<file path="config.mk">
export PLATFORM = sky130hd
export DESIGN_NAME = wave_chunk_stream_parser_top
export DESIGN_NICKNAME = d
export VERILOG_FILES = /design/src/hw/rtl/wcsp_pkg.sv /design/src/hw/rtl/wcsp_divider.sv /design/src/hw/rtl/wcsp_datapath.sv /design/src/hw/rtl/wcsp_ctrl.sv /design/src/hw/rtl/wave_chunk_stream_parser_top.sv
export SDC_FILE = /design/constraint.sdc
export NUM_CORES = 1
export LEC_CHECK = 0
export BUFFER_PORTS_ARGS = -buffer_cell sky130_fd_sc_hd__buf_2
export CAP_MARGIN = 10
export CORE_MARGIN = 8
export CORE_UTILIZATION = 55
export CTS_CLUSTER_SIZE = 14
export DETAILED_ROUTE_END_ITERATION = 8
export PLACE_DENSITY = 0.74
export SETUP_SLACK_MARGIN = 0.05
export SLEW_MARGIN = 40
export SYNTH_ARGS = -nofsm -noshare
export SYNTH_HDL_FRONTEND = slang
export SYNTH_SLANG_ARGS = --single-unit
</file>
<file path="constraint.sdc">
create_clock -name clk -period 18.3 [get_ports clk]
set_clock_uncertainty 0.15 [all_clocks]
set_input_delay 3.66 -clock clk [delete_from_list [all_inputs] [get_ports clk]]
set_output_delay 3.66 -clock clk [all_outputs]
set_load 0.02 [all_outputs]
</file>
<file path="src/hw/rtl/wcsp_pkg.sv">
`default_nettype none
package wcsp_pkg;
  typedef enum logic [2:0] {
    PH_HDR, PH_CHUNK, PH_FMT, PH_SKIP, PH_DATA, PH_DIV, PH_HALT
  } phase_t;

  localparam logic [31:0] TAG_RIFF = 32'h4646_4952;
  localparam logic [31:0] TAG_WAVE = 32'h4556_4157;
  localparam logic [31:0] TAG_FMT  = 32'h2074_6d66;
  localparam logic [31:0] TAG_DATA = 32'h6174_6164;
  localparam logic [31:0] SIZE_INDET = 32'hffff_ffff;
  localparam logic [31:0] FMT_MIN_BYTES = 32'd16;
  localparam logic [31:0] INDET_RESET = 32'd10000000;

  localparam logic [1:0] KIND_SAMPLE = 2'd0;
  localparam logic [1:0] KIND_REPORT = 2'd1;
  localparam logic [1:0] KIND_ERROR  = 2'd2;

  localparam logic [2:0] ERR_NOT_RIFF   = 3'd0;
  localparam logic [2:0] ERR_NOT_WAVE   = 3'd1;
  localparam logic [2:0] ERR_FMT_SMALL  = 3'd2;
  localparam logic [2:0] ERR_PCM_BITS   = 3'd3;
  localparam logic [2:0] ERR_FLOAT_BITS = 3'd4;
  localparam logic [2:0] ERR_FORMAT     = 3'd5;
  localparam logic [2:0] ERR_ALIGN      = 3'd6;

  typedef struct packed {
    logic take;        // accept byte and update state
    logic div_start;
    logic emit_sample;
    logic emit_report;
    logic emit_error;
    logic [2:0] err;
  } cmd_t;

  typedef struct packed {
    logic div_busy;
  } sts_t;
endpackage
`default_nettype wire

</file>
<file path="src/hw/rtl/wcsp_divider.sv">
`default_nettype none
module wcsp_divider (
  input  wire logic        clk,
  input  wire logic        rst,
  input  wire logic        start,
  input  wire logic [31:0] dividend,
  input  wire logic [15:0] divisor,
  output logic             busy,
  output logic [31:0]      quotient
);
  logic [31:0] quo;
  logic [15:0] rem;
  logic [15:0] dvs;
  logic [5:0]  cnt;
  logic [16:0] trial;

  assign trial = {rem, quo[31]} - {1'b0, dvs};
  assign busy = (cnt != 6'd0);
  assign quotient = quo;

  always_ff @(posedge clk) begin
    if (rst) begin
      cnt <= 6'd0;
    end else if (start) begin
      cnt <= 6'd32;
    end else if (busy) begin
      cnt <= cnt - 6'd1;
    end
  end

  // restoring division, one quotient bit per cycle
  always_ff @(posedge clk) begin
    if (start) begin
      quo <= dividend;
      rem <= 16'd0;
      dvs <= divisor;
    end else if (busy) begin
      if (!trial[16] || rem[15]) begin
        rem <= trial[15:0];
        quo <= {quo[30:0], 1'b1};
      end else begin
        rem <= {rem[14:0], quo[31]};
        quo <= {quo[30:0], 1'b0};
      end
    end
  end
endmodule
`default_nettype wire

</file>
<file path="src/hw/rtl/wcsp_datapath.sv">
`default_nettype none
module wcsp_datapath (
  input  wire logic              clk,
  input  wire logic              rst,
  input  wire wcsp_pkg::cmd_t    cmd,
  output wcsp_pkg::sts_t         sts,
  input  wire logic [7:0]        data_byte,
  input  wire logic [31:0]       indet_frames,
  input  wire wcsp_pkg::phase_t  phase,
  output wcsp_pkg::phase_t       phase_next,
  output logic                   fire,
  output logic [2:0]             fire_err,
  output logic                   fire_report,
  output logic [31:0]            sample_val,
  output logic [15:0]            fmt_o,
  output logic [15:0]            chan_o,
  output logic [31:0]            rate_o,
  output logic [31:0]            frames_o
);
  logic [31:0] byte_counter, id_shift, chunk_length, rate_held;
  logic [15:0] format_code, channels_held, align_held, bits_held;
  logic [31:0] samples_left, skip_left, sample_shift;
  logic        hdr_bad;
  logic [31:0] id_nx, len_nx, ss_nx, bc_inc, quo;
  logic [31:0] chan32, need_align;
  logic        div_busy;

  assign id_nx  = {data_byte, id_shift[31:8]};
  assign len_nx = {data_byte, chunk_length[31:8]};
  assign ss_nx  = {data_byte, sample_shift[31:8]};
  assign bc_inc = byte_counter + 32'd1;
  assign chan32 = {16'd0, channels_held};
  assign need_align = (format_code == 16'd1) ? {chan32[30:0], 1'b0} : {chan32[29:0], 2'b00};
  assign sts.div_busy = div_busy;
  assign fmt_o = format_code;
  assign chan_o = channels_held;
  assign rate_o = rate_held;

  wcsp_divider u_div (
    .clk(clk), .rst(rst), .start(cmd.div_start),
    .dividend(chunk_length), .divisor(align_held),
    .busy(div_busy), .quotient(quo)
  );

  // decide per-phase outcome of the incoming byte, or of the finished division in PH_DIV
  always_comb begin
    phase_next = phase;
    fire = 1'b0;
    fire_err = wcsp_pkg::ERR_NOT_RIFF;
    fire_report = 1'b0;
    sample_val = (format_code == 16'd1) ?
      {{16{ss_nx[31]}}, ss_nx[31:16]} : ss_nx;
    case (phase)
      wcsp_pkg::PH_HDR: begin
        if (byte_counter[3:0] == 4'd11) begin
          if (hdr_bad) begin
            fire = 1'b1; fire_err = wcsp_pkg::ERR_NOT_RIFF;
            phase_next = wcsp_pkg::PH_HALT;
          end else if (id_nx != wcsp_pkg::TAG_WAVE) begin
            fire = 1'b1; fire_err = wcsp_pkg::ERR_NOT_WAVE;
            phase_next = wcsp_pkg::PH_HALT;
          end else begin
            phase_next = wcsp_pkg::PH_CHUNK;
          end
        end
      end
      wcsp_pkg::PH_CHUNK: begin
        if (byte_counter[2:0] == 3'd7) begin
          if (id_shift == wcsp_pkg::TAG_FMT) begin
            if (len_nx < wcsp_pkg::FMT_MIN_BYTES) begin
              fire = 1'b1; fire_err = wcsp_pkg::ERR_FMT_SMALL;
              phase_next = wcsp_pkg::PH_HALT;
            end else begin
              phase_next = wcsp_pkg::PH_FMT;
            end
          end else if (id_shift == wcsp_pkg::TAG_DATA) begin
            if (format_code == 16'd1 && bits_held != 16'd16) begin
              fire = 1'b1; fire_err = wcsp_pkg::ERR_PCM_BITS;
              phase_next = wcsp_pkg::PH_HALT;
            end else if (format_code == 16'd3 && bits_held != 16'd32) begin
              fire = 1'b1; fire_err = wcsp_pkg::ERR_FLOAT_BITS;
              phase_next = wcsp_pkg::PH_HALT;
            end else if (format_code != 16'd1 && format_code != 16'd3) begin
              fire = 1'b1; fire_err = wcsp_pkg::ERR_FORMAT;
              phase_next = wcsp_pkg::PH_HALT;
            end else if (align_held == 16'd0 || {16'd0, align_held} != need_align) begin
              fire = 1'b1; fire_err = wcsp_pkg::ERR_ALIGN;
              phase_next = wcsp_pkg::PH_HALT;
            end else begin
              phase_next = wcsp_pkg::PH_DIV;
            end
          end else if (len_nx != 32'd0) begin
            phase_next = wcsp_pkg::PH_SKIP;
          end
        end
      end
      wcsp_pkg::PH_FMT: begin
        if (byte_counter[3:0] == 4'd15) begin
          phase_next = (skip_left != 32'd0) ? wcsp_pkg::PH_SKIP : wcsp_pkg::PH_CHUNK;
        end
      end
      wcsp_pkg::PH_SKIP: begin
        if (skip_left <= 32'd1) phase_next = wcsp_pkg::PH_CHUNK;
      end
      wcsp_pkg::PH_DATA: begin
        if (((format_code == 16'd1) ? (byte_counter[0] == 1'b1)
                                    : (byte_counter[1:0] == 2'b11))) begin
          fire = 1'b1;
          if (bc_inc >= {16'd0, align_held} && samples_left <= 32'd1)
            phase_next = wcsp_pkg::PH_CHUNK;
        end
      end
      wcsp_pkg::PH_DIV: begin
        fire_report = 1'b1;
        phase_next = (frames_o == 32'd0) ? wcsp_pkg::PH_CHUNK : wcsp_pkg::PH_DATA;
      end
      default: ;
    endcase
  end

  assign frames_o = (chunk_length == wcsp_pkg::SIZE_INDET) ? indet_frames : quo;

  always_ff @(posedge clk) begin
    if (rst) begin
      byte_counter <= 32'd0; id_shift <= 32'd0; chunk_length <= 32'd0;
      format_code <= 16'd0; channels_held <= 16'd0; rate_held <= 32'd0;
      align_held <= 16'd0; bits_held <= 16'd0; samples_left <= 32'd0;
      skip_left <= 32'd0; sample_shift <= 32'd0; hdr_bad <= 1'b0;
    end else if (cmd.emit_report) begin
      samples_left <= frames_o;
      byte_counter <= 32'd0;
      sample_shift <= 32'd0;
    end else if (cmd.take) begin
      byte_counter <= bc_inc;
      case (phase)
        wcsp_pkg::PH_HDR: begin
          if (byte_counter < 32'd4 || byte_counter >= 32'd8) id_shift <= id_nx;
          if (byte_counter == 32'd3 && id_nx != wcsp_pkg::TAG_RIFF) hdr_bad <= 1'b1;
          if (byte_counter == 32'd11) byte_counter <= 32'd0;
        end
        wcsp_pkg::PH_CHUNK: begin
          if (byte_counter < 32'd4) id_shift <= id_nx;
          else chunk_length <= len_nx;
          if (byte_counter == 32'd7) begin
            byte_counter <= 32'd0;
            if (id_shift == wcsp_pkg::TAG_FMT) begin
              format_code <= 16'd0; channels_held <= 16'd0; rate_held <= 32'd0;
              align_held <= 16'd0; bits_held <= 16'd0;
              skip_left <= len_nx - wcsp_pkg::FMT_MIN_BYTES;
            end else if (id_shift != wcsp_pkg::TAG_DATA) begin
              skip_left <= len_nx;
            end
          end
        end
        wcsp_pkg::PH_FMT: begin
          case (byte_counter[3:0])
            4'd0:  format_code[7:0] <= data_byte;
            4'd1:  format_code[15:8] <= data_byte;
            4'd2:  channels_held[7:0] <= data_byte;
            4'd3:  channels_held[15:8] <= data_byte;
            4'd4:  rate_held[7:0] <= data_byte;
            4'd5:  rate_held[15:8] <= data_byte;
            4'd6:  rate_held[23:16] <= data_byte;
            4'd7:  rate_held[31:24] <= data_byte;
            4'd12: align_held[7:0] <= data_byte;
            4'd13: align_held[15:8] <= data_byte;
            4'd14: bits_held[7:0] <= data_byte;
            4'd15: bits_held[15:8] <= data_byte;
            default: ;
          endcase
          if (byte_counter[3:0] == 4'd15) byte_counter <= 32'd0;
        end
        wcsp_pkg::PH_SKIP: begin
          if (skip_left != 32'd0) skip_left <= skip_left - 32'd1;
          byte_counter <= 32'd0;
        end
        wcsp_pkg::PH_DATA: begin
          sample_shift <= ss_nx;
          if (fire && bc_inc >= {16'd0, align_held}) begin
            byte_counter <= 32'd0;
            if (samples_left != 32'd0) samples_left <= samples_left - 32'd1;
          end
        end
        default: ;
      endcase
    end
  end
endmodule
`default_nettype wire

</file>
<file path="src/hw/rtl/wcsp_ctrl.sv">
`default_nettype none
module wcsp_ctrl (
  input  wire logic             clk,
  input  wire logic             rst,
  input  wire logic             in_valid,
  output logic                  in_stall,
  input  wire logic             out_stall,
  input  wire logic             out_valid,
  input  wire wcsp_pkg::sts_t   sts,
  output wcsp_pkg::cmd_t        cmd,
  output wcsp_pkg::phase_t      phase,
  input  wire wcsp_pkg::phase_t phase_next,
  input  wire logic             fire,
  input  wire logic [2:0]       fire_err,
  input  wire logic             fire_report
);
  logic out_free, started, accept;
  wcsp_pkg::phase_t state_next;

  always_ff @(posedge clk) begin
    if (rst) begin
      phase <= wcsp_pkg::PH_HDR;
      started <= 1'b0;
    end else begin
      phase <= state_next;
      started <= cmd.div_start ? 1'b1 : (cmd.emit_report ? 1'b0 : started);
    end
  end

  assign out_free = !out_valid || !out_stall;

  always_comb begin
    cmd = '0;
    cmd.err = fire_err;
    state_next = phase;
    in_stall = 1'b1;
    accept = 1'b0;
    case (phase)
      wcsp_pkg::PH_HALT: begin
        in_stall = 1'b0;
      end
      wcsp_pkg::PH_DIV: begin
        if (!started) begin
          cmd.div_start = 1'b1;
        end else if (!sts.div_busy && out_free) begin
          cmd.emit_report = fire_report;
          state_next = phase_next;
        end
      end
      default: begin
        in_stall = !out_free;
        accept = in_valid && out_free;
        if (accept) begin
          cmd.take = 1'b1;
          state_next = phase_next;
          if (fire) begin
            if (phase == wcsp_pkg::PH_DATA) cmd.emit_sample = 1'b1;
            else cmd.emit_error = 1'b1;
          end
        end
      end
    endcase
  end
endmodule
`default_nettype wire

</file>
<file path="src/hw/rtl/wave_chunk_stream_parser_top.sv">
`default_nettype none
// Byte-serial RIFF/WAVE reader. One byte is taken per cycle while the output
// register is free; each data chunk start holds the input for the frame
// count division (32-step restoring divider) until it loads the stream
// report word. Samples follow: PCM as sign-extended Q1.15, float as raw bits.
// After an error word the block swallows every byte until reset.
module wave_chunk_stream_parser_top (
  input  wire logic        clk,
  input  wire logic        rst,
  input  wire logic        cfg_valid,
  output logic             cfg_ready,
  input  wire logic [31:0] cfg_data,
  input  wire logic        in_valid,
  output logic             in_stall,
  input  wire logic [7:0]  data_byte,
  output logic             out_valid,
  input  wire logic        out_stall,
  output logic [1:0]       result_kind,
  output logic [31:0]      sample_word,
  output logic [15:0]      audio_format,
  output logic [15:0]      channel_count,
  output logic [31:0]      rate_hz,
  output logic [31:0]      frame_count,
  output logic [2:0]       error_code
);
  wcsp_pkg::cmd_t   cmd;
  wcsp_pkg::sts_t   sts;
  wcsp_pkg::phase_t phase, phase_next;
  logic        fire, fire_report;
  logic [2:0]  fire_err;
  logic [31:0] sample_val, frames_d, rate_d, indet;
  logic [15:0] fmt_d, chan_d;

  assign cfg_ready = 1'b1;
  // hold the frame count register for indeterminate data sizes
  always_ff @(posedge clk) begin
    if (rst) indet <= wcsp_pkg::INDET_RESET;
    else if (cfg_valid) indet <= cfg_data;
  end

  wcsp_ctrl u_ctrl (
    .clk(clk), .rst(rst), .in_valid(in_valid), .in_stall(in_stall),
    .out_stall(out_stall), .out_valid(out_valid), .sts(sts), .cmd(cmd),
    .phase(phase), .phase_next(phase_next), .fire(fire), .fire_err(fire_err),
    .fire_report(fire_report)
  );

  wcsp_datapath u_dp (
    .clk(clk), .rst(rst), .cmd(cmd), .sts(sts), .data_byte(data_byte),
    .indet_frames(indet), .phase(phase), .phase_next(phase_next),
    .fire(fire), .fire_err(fire_err), .fire_report(fire_report),
    .sample_val(sample_val), .fmt_o(fmt_d), .chan_o(chan_d), .rate_o(rate_d),
    .frames_o(frames_d)
  );

  // output word register: load on any emit, drop when taken
  always_ff @(posedge clk) begin
    if (rst) begin
      out_valid <= 1'b0;
    end else if (cmd.emit_sample || cmd.emit_report || cmd.emit_error) begin
      out_valid <= 1'b1;
    end else if (!out_stall) begin
      out_valid <= 1'b0;
    end
  end

  always_ff @(posedge clk) begin
    if (cmd.emit_sample || cmd.emit_report || cmd.emit_error) begin
      result_kind   <= cmd.emit_sample ? wcsp_pkg::KIND_SAMPLE :
                       (cmd.emit_report ? wcsp_pkg::KIND_REPORT : wcsp_pkg::KIND_ERROR);
      sample_word   <= cmd.emit_sample ? sample_val : 32'd0;
      audio_format  <= cmd.emit_report ? fmt_d : 16'd0;
      channel_count <= cmd.emit_report ? chan_d : 16'd0;
      rate_hz       <= cmd.emit_report ? rate_d : 32'd0;
      frame_count   <= cmd.emit_report ? frames_d : 32'd0;
      error_code    <= cmd.emit_error ? cmd.err : 3'd0;
    end
  end

`ifndef ASSERT_OFF
  a_halt_sticky: assert property (@(posedge clk) disable iff (rst)
    phase == wcsp_pkg::PH_HALT |=> phase == wcsp_pkg::PH_HALT) else $error("halt left");
  a_no_take_div: assert property (@(posedge clk) disable iff (rst)
    phase == wcsp_pkg::PH_DIV |-> in_stall) else $error("byte taken in div");
  a_err_halts: assert property (@(posedge clk) disable iff (rst)
    cmd.emit_error |=> phase == wcsp_pkg::PH_HALT) else $error("error no halt");
`endif
endmodule
`default_nettype wire
</file>
=== Word-level counts from Yosys, hierarchy flattened ===
Index checks and enable logic that the tools add are counted.

* Output and inout bits: 136
* Input bits: 45
* Register bits: 529
* Logic and storage cells: 284

* Multiplexer cells: 118
* Reductions and logical operators: 59
* Equal/unequal tests: 57
* Bitwise operators: 3
* Order comparisons: 6
* $add $sub $neg: 6

{| class="wikitable"
|+ Operator list
! kind !! count
|-
| $mux W32 || 20
|-
| $pmux W32 S2 || 3
|-
| $pmux W32 S5 || 1
|-
| $pmux W16 S2 || 4
|-
| $mux W8 || 12
|-
| $ne A32 B31 Y1 const B || 3
|-
| $reduce_bool A32 Y1 || 3
|-
| $mux W3 || 28
|-
| $reduce_and A6 Y1 || 13
|-
| $le A32 B1 Y1 const B || 2
|-
| $sub A32 B1 Y32 const B || 2
|-
| $mux W16 || 3
|-
| $mux W1 || 34
|-
| $add A32 B1 Y32 const B || 1
|-
| $eq A32 B2 Y1 const B || 1
|-
| $eq A32 B3 Y1 const B || 1
|-
| $eq A32 B30 Y1 const B || 1
|-
| $eq A32 B31 Y1 const B || 1
|-
| $eq A32 B32 Y1 const B || 1
|-
| $eq A32 B4 Y1 const B || 1
|-
| $ge A32 B16 Y1 || 1
|-
| $ge A32 B4 Y1 const B || 1
|-
| $logic_not A32 Y1 || 1
|-
| $lt A32 B3 Y1 const B || 1
|-
| 43 further kinds || 110
|}

=== Logic depth before layout (Yosys ltp) ===
* Depth in word-level cells: 18
* Mapped depth: 16
* Gate-level depth less buffers: 14

=== By module ===
Synthesis repeated with hierarchy kept, for this count alone.

* Cells, all modules: 2801
* Area total of the unflattened synthesis: 26091.3 µm²

{| class="wikitable"
|+ Modules (own cells, without submodules)
! module !! cells each !! sequential area each (µm²) !! area each (µm²) !! times used
|-
| wcsp_datapath || 2011 || 5625.4 || 15697.6 || 1
|-
| wave_chunk_stream_parser_top || 390 || 4654.5 || 6139.6 || 1
|-
| wcsp_divider || 361 || 1881.8 || 3926.3 || 1
|-
| wcsp_ctrl || 39 || 80.1 || 327.8 || 1
|}

=== Least setup slack after synthesis ===
Ideal clock, no wire load.

* Path kind: input to register
* From: input port data_byte[7]
* To: register audio_format[0], enable pin
* Setup time: 1.154 ns
* Path buffers: 2
* Slack: 9.322 ns
* Stages on the path: 10
* Arrival time: 7.674 ns
* Required time: 16.996 ns
* Cell sequence: buf_2 > nor4b_2 > nand4_1 > or4_1 > o2bb2ai_1 > nand2b_1 > and2_2 > buf_6 > nor2_1 > nand2_1

* Word-level cells in the longest chain between the ends: 10
* Elaborated cells between the ends (all ways): 17
* Those cells by class: order compare (1); eq/ne (1); mux (13); reduce/logical (2)

{| class="wikitable"
|+ Ends and longest elaborated chain
! what !! RTL line !! RTL
|-
| start, declared || wave_chunk_stream_parser_top.sv:15 || <nowiki>input wire logic [7:0] data_byte,</nowiki>
|-
| $lt A32 B5 Y1 / $ne A32 B31 Y1 (equally long branches) || wcsp_datapath.sv:70, wcsp_datapath.sv:59 ||
|-
| $mux W1, on equally long branches || wcsp_datapath.sv:70, wcsp_datapath.sv:59 ||
|-
| $mux W1, on equally long branches || wcsp_datapath.sv:69, wcsp_datapath.sv:56 ||
|-
| $mux W1, on equally long branches || wcsp_datapath.sv:68, wcsp_datapath.sv:55 ||
|-
| $pmux W1 S3 (*) || wcsp_datapath.sv:53 || <nowiki>case (phase)</nowiki>
|-
| $mux W1 || wcsp_ctrl.sv:56 || <nowiki>if (fire) begin</nowiki>
|-
| $mux W1 || wcsp_ctrl.sv:53 || <nowiki>if (accept) begin</nowiki>
|-
| $mux W1 || wcsp_ctrl.sv:38 || <nowiki>case (phase)</nowiki>
|-
| $logic_or A1 B1 Y1 || wave_chunk_stream_parser_top.sv:68 || <nowiki>if (cmd.emit_sample || cmd.emit_report || cmd.emit_error) begin</nowiki>
|-
| $logic_or A1 B1 Y1 (*) || wave_chunk_stream_parser_top.sv:68 ||
|-
| end signal, assigned || wave_chunk_stream_parser_top.sv:72 || <nowiki>audio_format <= cmd.emit_report ? fmt_d : 16'd0;</nowiki>
|-
| end, declared || wave_chunk_stream_parser_top.sv:20 || <nowiki>output logic [15:0] audio_format,</nowiki>
|}

Mark *: on every way between the ends. The rest lies on a longest branch, timed or not.
A chain may end at the register's enable or synchronous reset.

=== Worst setup path after layout ===
* From: input port out_stall
* To: output port in_stall

* Word-level cells in the longest chain between the ends: 4

{| class="wikitable"
|+ Ends and longest elaborated chain
! what !! RTL line !! RTL
|-
| start, declared || wave_chunk_stream_parser_top.sv:17 || <nowiki>input wire logic out_stall,</nowiki>
|-
| $logic_not A1 Y1 || wcsp_ctrl.sv:30 || <nowiki>assign out_free = !out_valid || !out_stall;</nowiki>
|-
| $logic_or A1 B1 Y1 || wcsp_ctrl.sv:30 ||
|-
| $logic_not A1 Y1 || wcsp_ctrl.sv:51 || <nowiki>in_stall = !out_free;</nowiki>
|-
| $pmux W1 S2 || wcsp_ctrl.sv:38 ||
|-
| end, declared || wave_chunk_stream_parser_top.sv:14 || <nowiki>output logic in_stall,</nowiki>
|}

Every way passes these cells.

==> results.py <==
metrics = {
    "status": {
        "status": "completed",
    },
    "final_layout": {
        "final_cell_mix": "nand2_1 (379), dfxtp_1 (340), nor2_1 (314), mux2i_1 (208), edfxtp_1 (181)",
        "final_nets": 2924,
        "fin_cells": 3485,
        "drive_above_1_share": 0.141,
        "seq_area_um2": 12200,
        "multi_input_area_um2": 12500,
        "final_common_cell": "nand2_1",
        "fillCellCount": 3867,
        "syn2layout_area_growth_pct": 11.7,
    },
    "synthesis": {
        "syn-num-nets": 2835,
        "synth_area_um2": 25700,
        "synth-seq-cells": 521,
        "synth_cell_types": 111,
        "synth_cells": 2743,
        "syn_avg_cell_area_um2": 9.35,
        "synth_top_flop_cell": "dfxtp_1",
        "synth_area_leaders": "dfxtp_1 (27%), edfxtp_1 (21%), mux2i_1 (8.1%)",
        "yosys_warnings": 0,
        "synth_edf_count": 181,
        "async_reset_ff_frac": 0,
        "synth_top_cell_by_area": "dfxtp_1",
        "synth_seq_area_share": 0.477,
        "synth_top_cell_area_share": 0.265,
    },
    "timing": {
        "fin_crit_ps": 8500,
        "fin_ws_ps": 9800,
        "fin_tns_setup_ps": 0,
        "fin_crit_sh": 0.465,
        "relSlewSlack": 0.396,
        "max_slew.worst_pin.slew_ps": 907,
        "hold_violations": 0,
        "grt_setup_unrepaired": "false",
        "slew_violations": 0,
        "fmax_ghz": 0.118,
        "setup_viol": 0,
    },
    "clock_network": {
        "clk_latency_ps": 600,
        "clk_pin_slew_ps": 60,
        "clk_root_buffer_cell": "clkbuf_16",
        "ctsResizeCount": 0,
        "cts_tree": "yes",
        "numCtsBuffers": 55,
        "cts_sinks": 521,
        "cts_max_level": 2,
        "ctsHoldBuffers": 0,
        "clk_path_buf_depth": 3,
        "cts_setup_buffers": 0,
    },
    "pwr": {
        "vdd_drop_max_uv": 80.6,
        "p_per_area_nw_per_um2": 102,
        "cellLeakagePower_uw": 0.0109,
    },
    "route": {
        "wl_per_cell_um": 20.5,
        "post_drt_via_cell_ratio": 6.06,
        "drc": 0,
        "vias": 21100,
        "drt_wl_total_um": 71300,
        "drt_iter0_markers": 2054,
        "dr.pass1.iters": 5,
        "drtAntennaViolNets": 0,
    },
    "grt": {
        "grt_pass1_wl_um": 112000,
        "antenna_found_initial": 1,
        "gr-usage-met2": 0.413,
        "use_met3": 0.0501,
        "first_global_vias": 20200,
        "grt_use_total": 0.256,
        "grt_max_degree": 93,
        "grt_use_met1": 0.344,
        "grt-ovfl-total": 0,
        "top_usage_layer": "met2",
    },
    "critical_path": {
        "worstPathArrival_ps": 4690,
        "rrSetupSlack_ps": 13370,
        "critPathMaxFanout": 5,
        "end_kind": "output pin",
        "startpoint_type": "primary input",
        "crit_type": "in2out",
        "r2r_cells": 14,
        "crit_required_ps": 14490,
    },
    "placed_design": {
        "placed_cells": 3382,
        "dpl.hpwl_um": 49300,
        "gp_congestion": 0.912,
        "port-buffer-count": 179,
        "detailedPlace.worstSlack_ps": 9840,
    },
    "floorplan": {
        "die_area_um2": 53800,
        "pin_count": 181,
        "die_w_um": 232,
        "rows": 79,
        "die_y_um": 232,
        "initial_core_util": 0.555,
        "fp.coreArea_um2": 46300,
    },
    "flow_run": {
        "max-cap-violations": 0,
    },
    "min_path": {
        "hold_path_depth": 2,
        "hold_class": "reg2reg",
    },
}
[critical path, stage by stage]
cell	delay, ps
buf_2	180
nand2_1	160
a21oi_1	160
nor2_1	50
nor2_1	250
buf_2	230
[per-layer routing]
layer  share of wire  wire length, µm
met5               0                0
met4           0.029             2100
met3           0.078             5570
met2            0.46            32500
met1            0.44            31100
[final timing paths]
kind,from,endpoint
min,u_dp.sample_shift[14]$_SDFFE_PP0P_,u_dp.sample_shift[14]$_SDFFE_PP0P_
max,out_stall,in_stall
max reg2reg,u_dp.byte_counter[0]$_SDFFE_PP0P_,u_dp.samples_left[19]$_SDFFE_PP0P_
min reg2reg,u_dp.sample_shift[14]$_SDFFE_PP0P_,u_dp.sample_shift[14]$_SDFFE_PP0P_
[final cells by class]
type,count,share of cell area
Clock inverter,28,0.00992
Clock buffer,74,0.0537
Multi-Input combinational cell,1983,0.435
Timing Repair Buffer,205,0.0389
Inverter,66,0.00865
Antenna cell,1,0.0000874
Sequential cell,521,0.427
Tap cell,607,0.0265
[power breakdown]
part | internal, µW | total [µW] | switching, µW
clock network | 659 | 1130 | 468
logic | 166 | 420 | 254
registers | 1290 | 1370 | 74.5
total | 2120 | 2910 | 796
[per-stage QoR]
stage	utilization	instance area, µm²	hold WS [ps]	total power, µW
CTS	0.619	28600	310	2920
global placement	0.578	26700	291	1780
detailed placement	0.579	26800	299	1800
finish	0.619	28600	307	2910
floorplan	-	25700	274	1690
global route	0.619	28600	333	3030
[logic make-up after synthesis]
kind of cell / after synthesis / share of synthesized area
other: 1 / 0.000146
adder cells (fa/ha/maj): 47 / 0.0232
AO/OA/AOI/OAI: 451 / 0.116
AND/OR/NAND/NOR: 1172 / 0.227
multiplexers: 208 / 0.0812
buffers and inverters: 239 / 0.0404
XOR/XNOR: 104 / 0.0355
flip-flops: 521 / 0.477
[synthesized netlist by cell type, types with 10 or more instances]
master and instances:
a211oi_1 11, a21oi_1 180, a21oi_4 10, a31oi_1 21
and2_1 69, and3_1 22, buf_1 12, buf_2 22
clkbuf_1 120, dfxtp_1 340, edfxtp_1 181, ha_1 46
inv_1 64, mux2i_1 208, nand2_1 383, nand2b_1 11
nand3_1 51, nand4_1 41, nor2_1 315, nor2_2 25
nor3_1 66, nor3b_1 11, nor4_1 65, o211ai_1 17
o21ai_0 77, o22ai_1 18, or3_1 16, or4_1 10
xnor2_1 53, xor2_1 51
[flip-flops by register name, summed over array words and instances, names as in the netlist, 24 cells and up]
signal	cells
u_dp.sample_shift	24
u_dp.u_div.quotient	32
u_dp.rate_o	32
u_dp.byte_counter	32
frame_count	32
u_dp.samples_left	32
u_dp.chunk_length	32
sample_word	32
indet	32
u_dp.skip_left	32
u_dp.id_shift	32
rate_hz	32
No activity file was read; power rests on OpenSTA's default activity.
